### src/hdl/gsp_pkg.sv
// Shared types and constants for the GSM 7-bit septet pack/unpack unit.
// No dependencies.
package gsp_pkg;

    localparam int unsigned QueueDepth = 2;

    localparam logic [6:0] SeptetMask = 7'h7f;
    localparam logic [2:0] PosLastUnpack = 3'd6;
    localparam logic [2:0] PosInvalidUnpack = 3'd7;

    localparam logic ModePack = 1'b0;
    localparam logic ModeUnpack = 1'b1;

    // one queue entry: the results caused by one input item
    typedef struct packed {
        logic [7:0] data0;
        logic [7:0] data1;
        logic       two;
        logic       last;
    } t_entry;

endpackage

### src/hdl/gsp_front.sv
// Front end: takes input items, keeps group position and carry bits, and
// turns an item with results into a queue entry of up to two. Uses gsp_pkg.
module gsp_front (
    input  logic              i_clk,
    input  logic              i_rst_n,
    input  logic              i_cfg_we,
    input  logic              i_cfg_wdata,
    input  logic              i_accept,
    input  logic [7:0]        i_data_in,
    input  logic              i_last_item,
    output logic              o_push,
    output gsp_pkg::t_entry   o_entry
);

    logic       r_mode;
    logic [2:0] r_pos;
    logic [6:0] r_carry;
    logic [2:0] n_pos;
    logic [6:0] n_carry;

    logic [6:0]  w_char;
    logic [15:0] w_pack_wide;
    logic [7:0]  w_pack_oct;
    logic [6:0]  w_pack_carry;
    logic [2:0]  w_pack_pos;
    logic [2:0]  w_up_pos;
    logic [6:0]  w_up_carry_in;
    logic [15:0] w_up_wide;
    logic [6:0]  w_up_char;
    logic [6:0]  w_up_carry;
    logic        w_has0;
    logic        w_has1;

    assign w_char       = i_data_in[6:0] & gsp_pkg::SeptetMask;
    assign w_pack_wide  = {9'd0, w_char} << (4'd8 - {1'b0, r_pos});
    assign w_pack_oct   = w_pack_wide[7:0] | {1'b0, r_carry};
    assign w_pack_carry = w_char >> r_pos;
    assign w_pack_pos   = r_pos + 3'd1;

    // a stale position of 7 in unpack mode restarts the group
    assign w_up_pos      = (r_pos == gsp_pkg::PosInvalidUnpack) ? 3'd0 : r_pos;
    assign w_up_carry_in = (r_pos == gsp_pkg::PosInvalidUnpack) ? 7'd0 : r_carry;
    assign w_up_wide     = {8'd0, i_data_in} << w_up_pos;
    assign w_up_char     = w_up_wide[6:0] | w_up_carry_in;
    assign w_up_carry    = 7'(i_data_in >> (3'd7 - w_up_pos));

    always_comb begin
        o_entry = '0;
        o_entry.last = i_last_item;
        n_pos = r_pos;
        n_carry = r_carry;
        w_has0 = 1'b0;
        w_has1 = 1'b0;
        if (r_mode == gsp_pkg::ModePack) begin
            if (r_pos == 3'd0) begin
                n_carry = w_char;
            end else begin
                n_carry = w_pack_carry;
                w_has0 = 1'b1;
            end
            n_pos = w_pack_pos;
            // flush pending bits unless the group just closed
            w_has1 = i_last_item && (w_pack_pos != 3'd0);
            if (w_has0) begin
                o_entry.data0 = w_pack_oct;
                o_entry.data1 = {1'b0, n_carry};
                o_entry.two   = w_has1;
            end else begin
                o_entry.data0 = {1'b0, n_carry};
                o_entry.data1 = 8'd0;
                o_entry.two   = 1'b0;
            end
        end else begin
            w_has0 = 1'b1;
            o_entry.data0 = {1'b0, w_up_char};
            o_entry.data1 = {1'b0, w_up_carry};
            if (w_up_pos == gsp_pkg::PosLastUnpack) begin
                o_entry.two = 1'b1;
                n_pos = 3'd0;
                n_carry = 7'd0;
            end else begin
                o_entry.two = 1'b0;
                n_pos = w_up_pos + 3'd1;
                n_carry = w_up_carry;
            end
        end
        if (i_last_item) begin
            n_pos = 3'd0;
            n_carry = 7'd0;
        end
    end

    assign o_push = i_accept && (w_has0 || w_has1);

    always_ff @(posedge i_clk) begin
        if (!i_rst_n) begin
            r_mode  <= gsp_pkg::ModePack;
            r_pos   <= 3'd0;
            r_carry <= 7'd0;
        end else begin
            if (i_cfg_we) begin
                r_mode <= i_cfg_wdata;
            end
            if (i_accept) begin
                r_pos   <= n_pos;
                r_carry <= n_carry;
            end
        end
    end

endmodule

### src/hdl/gsp_queue.sv
// Short register FIFO of result entries between front and back.
// Uses gsp_pkg for the entry type.
module gsp_queue #(
    parameter int unsigned DEPTH = gsp_pkg::QueueDepth
) (
    input  logic              i_clk,
    input  logic              i_rst_n,
    input  logic              i_push,
    input  gsp_pkg::t_entry   i_entry,
    input  logic              i_pop,
    output gsp_pkg::t_entry   o_head,
    output logic              o_head_valid,
    output logic              o_full
);

    localparam int unsigned PtrW = (DEPTH > 1) ? $clog2(DEPTH) : 1;
    localparam int unsigned CntW = $clog2(DEPTH + 1);
    localparam logic [PtrW-1:0] PtrMax = PtrW'(DEPTH - 1);
    localparam logic [CntW-1:0] CntFull = CntW'(DEPTH);

    gsp_pkg::t_entry r_mem [DEPTH];
    logic [PtrW-1:0] r_wptr;
    logic [PtrW-1:0] r_rptr;
    logic [CntW-1:0] r_count;
    logic            w_do_push;
    logic            w_do_pop;

    assign o_full       = (r_count == CntFull);
    assign o_head_valid = (r_count != '0);
    assign o_head       = r_mem[r_rptr];
    assign w_do_push    = i_push && !o_full;
    assign w_do_pop     = i_pop && o_head_valid;

    always_ff @(posedge i_clk) begin
        if (w_do_push) begin
            r_mem[r_wptr] <= i_entry;
        end
    end

    always_ff @(posedge i_clk) begin
        if (!i_rst_n) begin
            r_wptr  <= '0;
            r_rptr  <= '0;
            r_count <= '0;
        end else begin
            if (w_do_push) begin
                r_wptr <= (r_wptr == PtrMax) ? '0 : r_wptr + 1'b1;
            end
            if (w_do_pop) begin
                r_rptr <= (r_rptr == PtrMax) ? '0 : r_rptr + 1'b1;
            end
            if (w_do_push && !w_do_pop) begin
                r_count <= r_count + 1'b1;
            end else if (!w_do_push && w_do_pop) begin
                r_count <= r_count - 1'b1;
            end
        end
    end

endmodule

### src/hdl/gsp_back.sv
// Back end: drains queue entries into the output register, one result per
// cycle unless stalled, holding a 2nd result aside. Uses gsp_pkg types.
module gsp_back (
    input  logic              i_clk,
    input  logic              i_rst_n,
    input  gsp_pkg::t_entry   i_head,
    input  logic              i_head_valid,
    output logic              o_pop,
    input  logic              i_out_ready,
    output logic              o_out_valid,
    output logic [7:0]        o_data_out,
    output logic              o_end_of_message
);

    logic       r_out_valid;
    logic [7:0] r_data;
    logic       r_eom;
    logic       r_pend_valid;
    logic [7:0] r_pend_data;
    logic       r_pend_eom;
    logic       w_load;

    assign w_load = !r_out_valid || i_out_ready;
    assign o_pop  = w_load && !r_pend_valid && i_head_valid;

    always_ff @(posedge i_clk) begin
        if (w_load) begin
            if (r_pend_valid) begin
                r_data <= r_pend_data;
                r_eom  <= r_pend_eom;
            end else begin
                r_data <= i_head.data0;
                r_eom  <= i_head.last && !i_head.two;
            end
        end
        if (o_pop) begin
            r_pend_data <= i_head.data1;
            r_pend_eom  <= i_head.last;
        end
    end

    always_ff @(posedge i_clk) begin
        if (!i_rst_n) begin
            r_out_valid  <= 1'b0;
            r_pend_valid <= 1'b0;
        end else if (w_load) begin
            if (r_pend_valid) begin
                r_out_valid  <= 1'b1;
                r_pend_valid <= 1'b0;
            end else begin
                r_out_valid  <= i_head_valid;
                r_pend_valid <= i_head_valid && i_head.two;
            end
        end
    end

    assign o_out_valid      = r_out_valid;
    assign o_data_out       = r_data;
    assign o_end_of_message = r_eom;

endmodule

### src/hdl/gsm_septet_pack_unpack_unit.sv
// Top level of the GSM 7-bit septet pack/unpack unit.
// Instantiates gsp_front, gsp_queue and gsp_back; uses gsp_pkg.
//
// Usage:
//   Input channel i_in_valid/o_in_ready carries i_data_in and i_last_item;
//   output channel o_out_valid/i_out_ready carries o_data_out and
//   o_end_of_message. i_cfg_we/i_cfg_wdata set the mode (0 pack, 1 unpack);
//   write it only while the unit is idle.
//   Path: an item's results are written into the queue when the item is
//   taken, then loaded into the output register.
//   Throughput: one item per cycle while o_in_ready is high. The output
//   register gives one result per unstalled cycle, so a two-result item
//   (pack flush or seventh unpack octet) holds the back end for its second
//   result; a continuous stream then fills the queue and o_in_ready drops.
//   Items that produce no result (first character of a pack group that is not
//   the last item) only update the front-end state.
//   Reset: mode returns to pack, group position and carry clear, queue and
//   output empty.
//   Stalls: with i_out_ready low the output holds; the queue fills and then
//   o_in_ready drops. No result is lost or repeated.
module gsm_septet_pack_unpack_unit #(
    parameter int unsigned QUEUE_DEPTH = gsp_pkg::QueueDepth
) (
    input  logic       i_clk,
    input  logic       i_rst_n,
    input  logic       i_cfg_we,
    input  logic       i_cfg_wdata,
    input  logic       i_in_valid,
    output logic       o_in_ready,
    input  logic [7:0] i_data_in,
    input  logic       i_last_item,
    output logic       o_out_valid,
    input  logic       i_out_ready,
    output logic [7:0] o_data_out,
    output logic       o_end_of_message
);

    gsp_pkg::t_entry w_entry;
    gsp_pkg::t_entry w_head;
    logic            w_push;
    logic            w_pop;
    logic            w_head_valid;
    logic            w_full;
    logic            w_accept;

    assign o_in_ready = !w_full;
    assign w_accept   = i_in_valid && !w_full;

    gsp_front u_front (
        .i_clk       (i_clk),
        .i_rst_n     (i_rst_n),
        .i_cfg_we    (i_cfg_we),
        .i_cfg_wdata (i_cfg_wdata),
        .i_accept    (w_accept),
        .i_data_in   (i_data_in),
        .i_last_item (i_last_item),
        .o_push      (w_push),
        .o_entry     (w_entry)
    );

    gsp_queue #(
        .DEPTH (QUEUE_DEPTH)
    ) u_queue (
        .i_clk        (i_clk),
        .i_rst_n      (i_rst_n),
        .i_push       (w_push),
        .i_entry      (w_entry),
        .i_pop        (w_pop),
        .o_head       (w_head),
        .o_head_valid (w_head_valid),
        .o_full       (w_full)
    );

    gsp_back u_back (
        .i_clk            (i_clk),
        .i_rst_n          (i_rst_n),
        .i_head           (w_head),
        .i_head_valid     (w_head_valid),
        .o_pop            (w_pop),
        .i_out_ready      (i_out_ready),
        .o_out_valid      (o_out_valid),
        .o_data_out       (o_data_out),
        .o_end_of_message (o_end_of_message)
    );

endmodule
### config.mk
export PLATFORM = sky130hd
export DESIGN_NAME = gsm_septet_pack_unpack_unit
export DESIGN_NICKNAME = d
export VERILOG_FILES = /design/src/hdl/gsp_pkg.sv /design/src/hdl/gsp_front.sv /design/src/hdl/gsp_queue.sv /design/src/hdl/gsp_back.sv /design/src/hdl/gsm_septet_pack_unpack_unit.sv
export SDC_FILE = /design/constraint.sdc
export NUM_CORES = 1
export LEC_CHECK = 0
export BUFFER_PORTS_ARGS = -buffer_cell sky130_fd_sc_hd__buf_2
export CAP_MARGIN = 5
export CORE_MARGIN = 3
export CORE_UTILIZATION = 30
export CTS_CLUSTER_SIZE = 30
export DETAILED_ROUTE_END_ITERATION = 7
export PLACE_DENSITY = 0.42
export SYNTH_ARGS = -nofsm -noshare
export SYNTH_HDL_FRONTEND = slang
export SYNTH_SLANG_ARGS = --single-unit
### constraint.sdc
create_clock -name i_clk -period 4.5 [get_ports i_clk]
set_input_delay 0.45 -clock i_clk [delete_from_list [all_inputs] [get_ports i_clk]]
set_output_delay 0.45 -clock i_clk [all_outputs]
set_load 0.005 [all_outputs]
==> results.sh <==
export IMPL_worst_slew_pin_transition_ps=910
export IMPL_vdd_drop_max_mv=0.180
export IMPL_layout_drive_gt1_share_pct=16.9
export IMPL_worstPathRequired_ps=4740
export IMPL_overflow=0
export IMPL_path_cells="inv_2, ha_1, ha_1, nor2b_1, a21oi_1, ha_1, or3_1, a21boi_0"
export IMPL_drt_initial_drc_count=281
export IMPL_post_synth_cell_area_avg_um2=10.7
export IMPL_ys_types=58
export IMPL_htreeDepth=3
export IMPL_swShare_pct=29.8
export IMPL_clock_sinks=69
export IMPL_max_slew_margin_pct=39.3
export IMPL_final_setup_viol_count=0
export IMPL_endpoint_kind="register"
export IMPL_setup_tns_ps=0
export IMPL_hold_worst_slack_ps=380
export IMPL_clock_path_buffers=2
export IMPL_grt_max_degree=20
export IMPL_core_area_mm2=0.0123
export IMPL_cpMostUsedCell="ha_1"
export IMPL_max_cap_viol_count=0
export IMPL_top_layer="met4"
export IMPL_dieHeight_um=120
export IMPL_drt_met1_wl_um=4880
export IMPL_nets=395
export IMPL_period_share_pct=70.0
export IMPL_crit_slowest_cell="nor2b_1"
export IMPL_via_per_inst=5.41
export IMPL_cts_made_buffers=9
export IMPL_power_density_mw_per_mm2=496
export IMPL_hold_viol=0
export IMPL_period_minus_slack_ps=3150
export IMPL_syn_to_final_growth_pct=13.4
export IMPL_synth_edff_count=51
export IMPL_grt_pass1_wl_um=16600
export IMPL_pre_cts_slack_ps=1370
export IMPL_cp_arrival_ps=3390
export IMPL_seq_area_frac_synth_pct=48.9
export IMPL_route_met2_wl_um=4740
export IMPL_antennaDiodeCount=0
export IMPL_fp_dieW_um=120
export IMPL_clock_latency_ps=320
export IMPL_die_area_mm2=0.0143
export IMPL_wl_um=10500
export IMPL_critical_path_class="register to register"
export IMPL_synth_cells=363
export IMPL_p_int_mw=1.53
export IMPL_vias=2961
export IMPL_max_freq_mhz=317
export IMPL_cts_hold_buf=0
export IMPL_synth_flop_cell="edfxtp_1"
export IMPL_crit_fanout=11
export IMPL_switchingPower_uw=649
export IMPL_wire_per_inst_um=19.3
export IMPL_drv_slew=0
export IMPL_critPathMaxStageDelay_ps=660
export IMPL_min_path_type="input pin to register"
export IMPL_antenna_found_initial=0
export IMPL_setup_ws_ps=1350
export IMPL_fin_area_mm2=0.00439
export IMPL_grt_use_total_pct=15.2
export IMPL_dpl_cell_area_mm2=0.00410
export IMPL_async_flop_share_pct=0
export IMPL_netlist_area_mm2=0.00387
export IMPL_ios=26
export IMPL_hpwl_um=7410
export IMPL_clockPowerShare_pct=31.1
export IMPL_firstDrtPassIters=5
export IMPL_ys_warn_count=0
export IMPL_wl_met3_um=495
export IMPL_start_kind="register"
export IMPL_status="complete, no violations"
export IMPL_drc_errors=0
export IMPL_cts_clk_slew_worst_paths_ps=60
export IMPL_numPortBuffers=25
export IMPL_cts_tree="done"
export IMPL_place_gp_congestion=0.930
export IMPL_seqPwrFrac_pct=43.7
export IMPL_p_leak_nw=1.56
export IMPL_cp_top_family="simple AND/OR/NAND/NOR gates"
export IMPL_rsz0062_at_grt="false"
export IMPL_first_global_vias=2913
export IMPL_postCtsSetupBuffers=0
export IMPL_crit_cells=8
export IMPL_fin_skew_ps=9.16
export IMPL_synth_seq_cells=69
export IMPL_crit_buf_inv=1
export IMPL_reg2reg_depth=8
export IMPL_rows=40
export IMPL_start_util_pct=31.5
export IMPL_drtAntennaViolNets=0
export IMPL_cts_resized=0
export IMPL_pwr_share_comb_pct=25.2
export IMPL_power_total_mw=2.18
export IMPL_whs_path_depth=3
export IMPL_cts_root_buffer="clkbuf_16"
export IMPL_syn_nets=384
[flip-flops by register name, indices dropped and copies added, names as in the netlist, named ones only]
signal,cells
u_front.r_pos,3
u_queue.r_rptr,1
u_queue.r_count,2
u_front.r_carry,7
u_queue.r_mem,34
u_back.o_data_out,8
u_queue.r_wptr,1
u_back.r_pend_eom,1
u_back.r_pend_data,7
u_back.o_out_valid,1
u_back.r_pend_valid,1
u_front.r_mode,1
u_back.o_end_of_message,1
[stage by stage]
stage,utilization [%],instances
6_report,35.7,547
5_1_grt,35.7,547
3_5_place_dp,33.3,531
4_1_cts,35.7,547
3_3_place_gp,33.3,531
2_1_floorplan,-,363
[metal layers]
layer / up-vias / track usage (%)
li1: 1394 / -
met1: 1418 / 20.4
met2: 118 / 23.2
met3: 31 / 3.20
met4: 0 / 7.37
met5: - / 0
[final timing paths]
kind	from	end	slack (ps)
worst max-delay path	u_front.r_pos[0]	u_queue.r_count[1]	1350
worst min-delay path	i_cfg_wdata	u_front.r_mode	380
worst max register to register	u_front.r_pos[0]	u_queue.r_count[1]	1350
worst min register to register	u_front.r_carry[5]	u_front.r_carry[5]	470
[final cells by class]
type                            instances  area [um2]
Tap cell                              168         210
Multi-Input combinational cell        252        1800
Clock inverter                          7        65.1
Inverter                               13        48.8
Sequential cell                        69        1890
Fill cell                            1289        7920
Clock buffer                            9         225
Timing Repair Buffer                   29         155
[cell usage after synthesis, types with 4 or more instances]
library cell	number	share of area [%]
edfxtp_1	51	40
nand2b_1	5	0.81
a22o_1	6	1.4
a22oi_1	8	1.6
a32oi_1	4	0.90
clkbuf_1	17	1.6
inv_1	10	0.97
dfxtp_1	18	9.3
nand3_1	9	1.2
mux4_2	4	2.3
nor2_1	19	1.8
o21ai_1	10	1.3
o21ai_0	20	2.6
buf_2	9	1.2
nor2b_1	15	2.4
ha_1	6	1.9
o22ai_1	5	0.81
a31oi_1	5	0.81
mux2i_1	28	7.2
o211a_1	5	1.3
a21oi_1	14	1.8
mux2_2	10	2.9
o211ai_1	4	0.78
nand2_1	26	2.5
[placed cells by master, fill, tap and decap left out, types with 3 or more instances in the layout]
cell type and n:
a32oi_1 4, o21ai_0 20, edfxtp_1 51, mux4_2 4, nor3_1 3, clkbuf_16 9
a21oi_1 14, a211oi_1 3, nand3_1 9, o22ai_1 5, a21boi_0 3, mux2i_1 28
a22oi_1 8, nor2_1 19, a22o_1 6, o211a_1 5, buf_2 25, buf_4 4
nand2_1 26, o211ai_1 4, inv_1 10, ha_1 6, o21ai_1 10, a221oi_1 3
inv_2 3, mux2_2 10, a31oi_1 5, nand2b_1 5, nor2b_1 15, and3b_1 3
dfxtp_1 18
[cell families after synthesis]
kind of cell | count (synthesis) | share of synthesized area [%]
compound gates | 102 | 17.7
simple gates | 98 | 13.4
flops | 69 | 48.9
buf+inv | 42 | 4.75
mux | 42 | 12.5
fa+ha+maj | 6 | 1.94
xor+xnor | 4 | 0.905
[worst register-to-register path, stage by stage (launching register included)]
cell and delay, ps:
dfxtp_1 410, inv_2 210, ha_1 210, ha_1 360
nor2b_1 660, a21oi_1 270, ha_1 400, or3_1 370
a21boi_0 170
[power by group through the flow]
stage	Sequential [mW]	Clock (mW)	Combinational, mW
2_1_floorplan	0.920	0	0.416
3_3_place_gp	0.969	0	0.554
3_5_place_dp	0.969	0	0.552
4_1_cts	0.956	0.700	0.554
5_1_grt	0.971	0.734	0.611
6_report	0.952	0.677	0.549
No activity file was read; power rests on OpenSTA's default activity.
